File: src/rtl/assert_macros.svh
// Assertion macros shared by the capture unit RTL.
`ifndef ASSERT_MACROS_SVH
`define ASSERT_MACROS_SVH
`ifndef SYNTHESIS
`define ASSERT_CLK(lbl, clk, rst_n, prop, msg) \
	lbl: assert property (@(posedge clk) disable iff (!rst_n) prop) else $error(msg);
`define ASSERT_NEXT(lbl, clk, rst_n, pre, post, msg) \
	lbl: assert property (@(posedge clk) disable iff (!rst_n) pre |=> post) else $error(msg);
`else
`define ASSERT_CLK(lbl, clk, rst_n, prop, msg)
`define ASSERT_NEXT(lbl, clk, rst_n, pre, post, msg)
`endif
`endif

File: src/rtl/pdc_pkg.sv
// Types and constants of the PWM period and duty capture unit.
package pdc_pkg;
	localparam int TIMER_BITS = 16;
	localparam int TOTAL_W = TIMER_BITS + 1;
	localparam int DUTY_W = 7;
	localparam int NUM_W = TIMER_BITS + DUTY_W;
	localparam int CNT_W = $clog2(DUTY_W);
	localparam int PERCENT_SCALE = 100;

	typedef enum logic [3:0] {
		ST_IDLE = 4'b0001,
		ST_CALC = 4'b0010,
		ST_DIV  = 4'b0100,
		ST_OUT  = 4'b1000
	} state_t;

	typedef struct packed {
		logic start;
	} div_ctl_t;

	typedef struct packed {
		logic busy;
		logic done;
	} div_sts_t;
endpackage

File: src/rtl/pdc_div.sv
// Restoring divider: one compare and subtract per cycle, one quotient bit a step.
`include "assert_macros.svh"
module pdc_div (
	input  logic                             clk,
	input  logic                             arst_n,
	input  pdc_pkg::div_ctl_t                ctl,
	input  logic [pdc_pkg::NUM_W-1:0]        num,
	input  logic [pdc_pkg::TOTAL_W-1:0]      den,
	output pdc_pkg::div_sts_t                sts,
	output logic [pdc_pkg::DUTY_W-1:0]       quot
);
	logic                            busy_q;
	logic                            done_q;
	logic [pdc_pkg::CNT_W-1:0]       cnt_q;
	logic [pdc_pkg::NUM_W-1:0]       rem_q;
	logic [pdc_pkg::DUTY_W-1:0]      quot_q;
	logic [pdc_pkg::NUM_W-1:0]       den_q;
	logic [pdc_pkg::NUM_W-1:0]       shifted;
	logic [pdc_pkg::NUM_W:0]         diff;

	assign shifted = den_q << cnt_q;
	assign diff = {1'b0, rem_q} - {1'b0, shifted};

	always_ff @(posedge clk or negedge arst_n) begin
		if (!arst_n) begin
			busy_q <= 1'b0;
			done_q <= 1'b0;
			cnt_q <= '0;
		end else begin
			done_q <= 1'b0;
			if (ctl.start) begin
				busy_q <= 1'b1;
				cnt_q <= pdc_pkg::CNT_W'(pdc_pkg::DUTY_W - 1);
			end else if (busy_q) begin
				if (cnt_q == '0) begin
					busy_q <= 1'b0;
					done_q <= 1'b1;
				end else begin
					cnt_q <= cnt_q - 1'b1;
				end
			end
		end
	end

	always_ff @(posedge clk) begin
		if (ctl.start) begin
			rem_q <= num;
			den_q <= pdc_pkg::NUM_W'(den);
			quot_q <= '0;
		end else if (busy_q && !diff[pdc_pkg::NUM_W]) begin
			rem_q <= diff[pdc_pkg::NUM_W-1:0];
			quot_q[cnt_q] <= 1'b1;
		end
	end

	assign sts.busy = busy_q;
	assign sts.done = done_q;
	assign quot = quot_q;

	`ASSERT_CLK(a_start_when_free, clk, arst_n, ctl.start |-> !busy_q, "start while busy")
	`ASSERT_CLK(a_done_after_busy, clk, arst_n, done_q |-> $past(busy_q), "done without busy")
	`ASSERT_NEXT(a_last_step, clk, arst_n, busy_q && !ctl.start && cnt_q == '0, !busy_q && done_q,
		"last step did not finish")
endmodule

File: src/rtl/pwm_period_duty_capture_unit.sv
// Top level of the PWM period and duty capture unit.
// Input channel: in_valid / in_stall carry one edge item, edge_timestamp, the
// free-running timer value at that edge. Edges alternate, rising first.
// Output channel: out_valid / out_stall carry one result item per edge:
// was_rising, on_period, off_period, total_period, duty_percent, zero_total.
// An edge is taken only while the unit is idle. At acceptance the periods are
// updated and the total and on_period*100 are formed; the next cycle loads the
// divider, which produces one quotient bit per cycle; once it signals done, the
// result moves to the output register as soon as that register is free.
// A new edge is taken only after the result has left the sequencer, so the unit
// does not take an edge before it is through with the last one.
// A stalled result stays in the output register unchanged; the next edge is
// still accepted and computed, and waits in the sequencer for the register.
// Reset clears the edge phase (next edge is rising), the previous stamp and
// both periods to zero, and empties the output register.
`include "assert_macros.svh"
module pwm_period_duty_capture_unit (
	input  logic                               clk,
	input  logic                               arst_n,
	input  logic                               in_valid,
	output logic                               in_stall,
	input  logic [15:0]                        edge_timestamp,
	output logic                               out_valid,
	input  logic                               out_stall,
	output logic                               was_rising,
	output logic [15:0]                        on_period,
	output logic [15:0]                        off_period,
	output logic [16:0]                        total_period,
	output logic [6:0]                         duty_percent,
	output logic                               zero_total
);
	pdc_pkg::state_t                      state_q;
	logic                                 expect_falling_q;
	logic [pdc_pkg::TIMER_BITS-1:0]       prev_q;
	logic [pdc_pkg::TIMER_BITS-1:0]       high_q;
	logic [pdc_pkg::TIMER_BITS-1:0]       low_q;
	logic                                 rising_q;
	logic [pdc_pkg::TOTAL_W-1:0]          total_q;
	logic [pdc_pkg::NUM_W-1:0]            num_q;
	logic                                 out_valid_q;
	logic                                 out_rising_q;
	logic [pdc_pkg::TIMER_BITS-1:0]       out_high_q;
	logic [pdc_pkg::TIMER_BITS-1:0]       out_low_q;
	logic [pdc_pkg::TOTAL_W-1:0]          out_total_q;
	logic [pdc_pkg::DUTY_W-1:0]           out_duty_q;
	logic                                 out_zero_q;
	logic [pdc_pkg::TIMER_BITS-1:0]       stamp;
	logic [pdc_pkg::TIMER_BITS-1:0]       delta;
	logic                                 accept;
	logic                                 out_free;
	logic                                 zero;
	pdc_pkg::div_ctl_t                    div_ctl;
	pdc_pkg::div_sts_t                    div_sts;
	logic [pdc_pkg::DUTY_W-1:0]           quot;

	assign stamp = edge_timestamp[pdc_pkg::TIMER_BITS-1:0];
	assign delta = stamp - prev_q;
	assign in_stall = (state_q != pdc_pkg::ST_IDLE);
	assign accept = in_valid && !in_stall;
	assign out_free = !out_valid_q || !out_stall;
	assign zero = (total_q == '0);
	assign div_ctl.start = (state_q == pdc_pkg::ST_CALC);

	always_ff @(posedge clk or negedge arst_n) begin
		if (!arst_n) begin
			state_q <= pdc_pkg::ST_IDLE;
			expect_falling_q <= 1'b0;
			prev_q <= '0;
			high_q <= '0;
			low_q <= '0;
			out_valid_q <= 1'b0;
		end else begin
			if (state_q == pdc_pkg::ST_OUT && out_free) begin
				out_valid_q <= 1'b1;
			end else if (out_valid_q && !out_stall) begin
				out_valid_q <= 1'b0;
			end
			case (state_q)
				pdc_pkg::ST_IDLE: begin
					if (accept) begin
						if (!expect_falling_q) begin
							low_q <= delta;
						end else begin
							high_q <= delta;
						end
						expect_falling_q <= !expect_falling_q;
						prev_q <= stamp;
						state_q <= pdc_pkg::ST_CALC;
					end
				end
				pdc_pkg::ST_CALC: begin
					state_q <= pdc_pkg::ST_DIV;
				end
				pdc_pkg::ST_DIV: begin
					if (div_sts.done) begin
						state_q <= pdc_pkg::ST_OUT;
					end
				end
				pdc_pkg::ST_OUT: begin
					if (out_free) begin
						state_q <= pdc_pkg::ST_IDLE;
					end
				end
				default: begin
					state_q <= pdc_pkg::ST_IDLE;
				end
			endcase
		end
	end

	always_ff @(posedge clk) begin
		if (accept) begin
			rising_q <= !expect_falling_q;
			if (!expect_falling_q) begin
				total_q <= {1'b0, high_q} + {1'b0, delta};
				num_q <= pdc_pkg::NUM_W'(high_q) * pdc_pkg::NUM_W'(pdc_pkg::PERCENT_SCALE);
			end else begin
				total_q <= {1'b0, delta} + {1'b0, low_q};
				num_q <= pdc_pkg::NUM_W'(delta) * pdc_pkg::NUM_W'(pdc_pkg::PERCENT_SCALE);
			end
		end
		if (state_q == pdc_pkg::ST_OUT && out_free) begin
			out_rising_q <= rising_q;
			out_high_q <= high_q;
			out_low_q <= low_q;
			out_total_q <= total_q;
			out_duty_q <= zero ? '0 : quot;
			out_zero_q <= zero;
		end
	end

	pdc_div u_div (
		.clk    (clk),
		.arst_n (arst_n),
		.ctl    (div_ctl),
		.num    (num_q),
		.den    (total_q),
		.sts    (div_sts),
		.quot   (quot)
	);

	assign out_valid = out_valid_q;
	assign was_rising = out_rising_q;
	assign on_period = out_high_q;
	assign off_period = out_low_q;
	assign total_period = out_total_q;
	assign duty_percent = out_duty_q;
	assign zero_total = out_zero_q;

	`ASSERT_NEXT(a_accept_calc, clk, arst_n, accept, state_q == pdc_pkg::ST_CALC,
		"accepted item did not start calc")
	`ASSERT_CLK(a_done_in_div, clk, arst_n, div_sts.done |-> state_q == pdc_pkg::ST_DIV,
		"divider done outside div state")
	`ASSERT_CLK(a_zero_duty, clk, arst_n, out_valid_q && out_zero_q |-> out_duty_q == '0,
		"zero total with nonzero duty")
endmodule

File: config.mk
export PLATFORM = sky130hd
export DESIGN_NAME = pwm_period_duty_capture_unit
export DESIGN_NICKNAME = d
export VERILOG_FILES = /design/src/rtl/pdc_pkg.sv /design/src/rtl/pdc_div.sv /design/src/rtl/pwm_period_duty_capture_unit.sv
export VERILOG_INCLUDE_DIRS = /design/src /design/src/rtl
export SDC_FILE = /design/constraint.sdc
export NUM_CORES = 1
export LEC_CHECK = 0
export BUFFER_PORTS_ARGS = -buffer_cell sky130_fd_sc_hd__buf_2
export CAP_MARGIN = 40
export CELL_PAD_IN_SITES_DETAIL_PLACEMENT = 1
export CELL_PAD_IN_SITES_GLOBAL_PLACEMENT = 1
export CORE_MARGIN = 8
export CORE_UTILIZATION = 45
export CTS_BUF_LIST = sky130_fd_sc_hd__clkbuf_4 sky130_fd_sc_hd__clkbuf_8
export DETAILED_ROUTE_END_ITERATION = 10
export PLACE_DENSITY_LB_ADDON = 0.1
export SLEW_MARGIN = 20
export SYNTH_ARGS = -nofsm -noshare
export SYNTH_HDL_FRONTEND = slang
export SYNTH_SLANG_ARGS = --single-unit
File: constraint.sdc
create_clock -name clk -period 5.5 [get_ports clk]
set_input_delay 0.55 -clock clk [delete_from_list [all_inputs] [get_ports clk]]
set_output_delay 0.55 -clock clk [all_outputs]
set_load 0.005 [all_outputs]
==> summary.md <==
| Metric | Value |
|---|---|
| Tightest Hold Check Type | `input pin to register` |
| Synth cell count leaders | `ha_1, nand2_1, inv_1` |
| Final min period | `5.05 ns` |
| Area growth syn-to-layout | `14.4%` |
| CP endpoint kind | `register` |
| Core ar. | `29600 sq um` |
| Worst setup path startpoint | `prev_q[1]` |
| Simple-gate share of the synthesized area | `0.117` |
| Total GRT Usage | `0.199` |
| Vias in the first global route | `10700` |
| Die height | `190 um` |
| Slew Limit Fails | `0` |
| RSZ-0062 raised after global routing | `false` |
| Post-synthesis xor/xnor area fraction | `0.0464` |
| # resized after CTS | `0` |
| Clock root cell | `clkbuf_8` |
| Max Cap Violations | `0` |
| Final Hold Viols | `0` |
| Clk sinks | `203` |
| Filler instances | `3324` |
| Setup TNS | `0 ns` |
| Vias/cell | `5.38` |
| Top-count cell post-synth | `ha_1` |
| WL per Instance | `19.3 um` |
| Hold_buf cts | `1` |
| Mean post-synth cell area | `10.4 sq um` |
| First-pass GRT wire length | `57000 um` |
| Post-CTS setup repair buffer count | `0` |
| Largest family of logic cells by synthesized area | `adder cells` |
| Post-Synthesis Cell Area | `13600 sq um` |
| Core Util, Final | `0.523` |
| Via count | `9874` |
| Nature of the critical path startpoint | `register` |
| Drt total wl | `35500 um` |
| Seq cells post-synth | `203` |
| Post-DRT Antenna Nets | `0` |
| Ports | `80` |
| Initial Utilization | `0.457` |
| Post-route DRC | `0` |
| CTS tree | `done` |
| Sequential-to-total area share from yosys stat | `0.423` |
| Clock transition at the registers of the reported paths | `0.06 ns` |
| Share of cells above drive strength 1 | `0.167` |
| Worst-margin pin slew | `0.754 ns` |
| Number of flops mapped to enable cells by yosys | `137` |
| Number of port buffers | `79` |
| Adder-cell area share of the yosys netlist | `0.185` |
| Max clock buf depth | `3` |
| Post-DP HPWL | `27800 um` |
| WS Path Type | `register to register` |
| Tcrit/Tclk final | `0.917` |
| Cell taking the most area after synthesis | `edfxtp_1` |
| Compound-Gate Fraction of Synth Area | `0.142` |
| Initial antenna violation count | `0` |
| Outcome | `completed` |
| WP data arrival | `5.32 ns` |
| Warnings from Yosys | `0` |
| Diodes inserted | `0` |
| Synth Flop Type | `edfxtp_1` |
| Synth area leaders | `edfxtp_1, ha_1, dfrtp_1` |
| Slew margin rel. | `0.495` |
| Die area | `35900 sq um` |
| Worst skew pair latency | `0.55 ns` |
| Multiplexer share of the synthesized area | `0.0384` |
| Worst-path maximum fanout | `4` |
| Pin count of the biggest net entering global routing | `59` |
| Syn_nets | `1503` |
| RR Startpoint | `prev_q[1]` |
| Die span in x | `190 um` |
| Worst hold path startpoint | `edge_timestamp[3]` |
| CTS Buf Count | `37` |
| Rows | `63` |
| GRT overflow | `0` |
| DRT iter0 DRCs | `344` |
| Drt first pass iters | `4` |
| Async S/R FF share, synth | `0.291` |
| Setup violations, final | `0` |
| Synth cell types | `80` |
| Crit path required time | `5.78 ns` |
| Top cell type's share of synthesized area | `0.304` |
| Fin nets | `1623` |
| Gpl congestion | `0.813` |
| Clock Skew | `0.0237 ns` |
| Fmax | `198 MHz` |
| Max H-tree Level | `2` |
| Mapped Cells | `1298` |
[flip-flops by register name (all words and copies together) (netlist names)]
register	cells
u_div.quot	7
expect_falling_q	1
num_q	21
zero_total	1
out_valid	1
high_q	16
low_q	16
state_q	4
duty_percent	7
u_div.busy_q	1
rising_q	1
on_period	16
total_period	17
was_rising	1
u_div.cnt_q	3
u_div.done_q	1
off_period	16
u_div.rem_q	23
total_q	17
prev_q	16
u_div.den_q	17
[logic make-up after synthesis]
| family | after synthesis |
|---|---|
| muxes | 43 |
| buffers and inverters | 176 |
| AOI/OAI and AO/OA | 284 |
| DFF | 203 |
| xor gates and xnor gates | 71 |
| adders and majority gates | 185 |
| and+or+nand+nor | 336 |
[cell type report]
type                            count  area (sq um)  area share
Clock inverter                     23           248      0.0160
Multi-Input combinational cell    919          7170       0.462
Tap cell                          390           488      0.0315
Clock buffer                       45           582      0.0375
Timing Repair Buffer              112           738      0.0476
Inverter                          145           544      0.0351
Sequential cell                   203          5730       0.370
[layout by cell type (no fill, tap or decap), types with 14 or more instances in the layout]
cell type and n:
ha_1 160, nand2_1 141, inv_1 140, edfxtp_1 137, a21oi_1 81, buf_2 79, o21ai_0 77, nor2_1 63
dfrtp_1 57, xnor2_1 41, clkbuf_8 39, xor2_1 29, nand3_1 26, fa_1 25, buf_4 25, nor3_1 24
mux2i_1 19, a21o_1 18, mux2_2 18, nor2b_1 16, o21ai_1 16, nand2b_1 14
[through the flow]
stage | setup slack [ns] | area [sq um] | hold slack (ns) | std cells
after CTS | 0.406 | 15500 | 0.199 | 1835
after global routing | 0.0175 | 15500 | 0.209 | 1837
final | 0.455 | 15500 | 0.236 | 1837
after global placement | 0.155 | 14500 | 0.436 | 1761
after floorplan | 0.520 | 13600 | 0.254 | 1298
after detailed placement | 0.0756 | 14600 | 0.430 | 1766
[layer usage]
layer	vias up	track usage	part of all wire	wire length, um
met2	123	0.355	0.50	17900
met3	52	0.0291	0.029	1040
met4	0	0.0559	0.023	801
met1	4856	0.247	0.44	15700
li1	4843	-	-	-
met5	-	0	0	0
[final timing paths]
| check | endpoint | slack, ns | depth (start not counted) |
|---|---|---|---|
| setup / recovery | num_q[21] | 0.45 | 21 |
| hold / removal | prev_q[3] | 0.24 | 3 |
| setup reg to reg | num_q[21] | 0.45 | 21 |
| hold reg to reg | was_rising | 0.44 | 0 |
| max in group asynchronous | prev_q[2] | 4.40 | 4 |
| min in group asynchronous | high_q[11] | 0.56 | 3 |
[critical path, cell delays in order (launching register included)]
cell,delay [ns]
dfrtp_1,0.36
inv_1,0.12
ha_1,0.24
nor2b_1,0.13
o21a_1,0.18
o21ai_1,0.17
a21oi_1,0.18
a21oi_1,0.22
xor2_1,0.20
inv_1,0.12
ha_1,0.29
ha_1,0.29
inv_1,0.06
fa_1,0.51
inv_1,0.04
ha_1,0.23
o41ai_2,0.52
o21bai_1,0.20
a311oi_2,0.36
a21oi_1,0.13
xnor2_1,0.16
mux2i_1,0.08
Power is not shown: default switching activity piles up to over one toggle a cycle in this logic, so the estimate is an artifact.
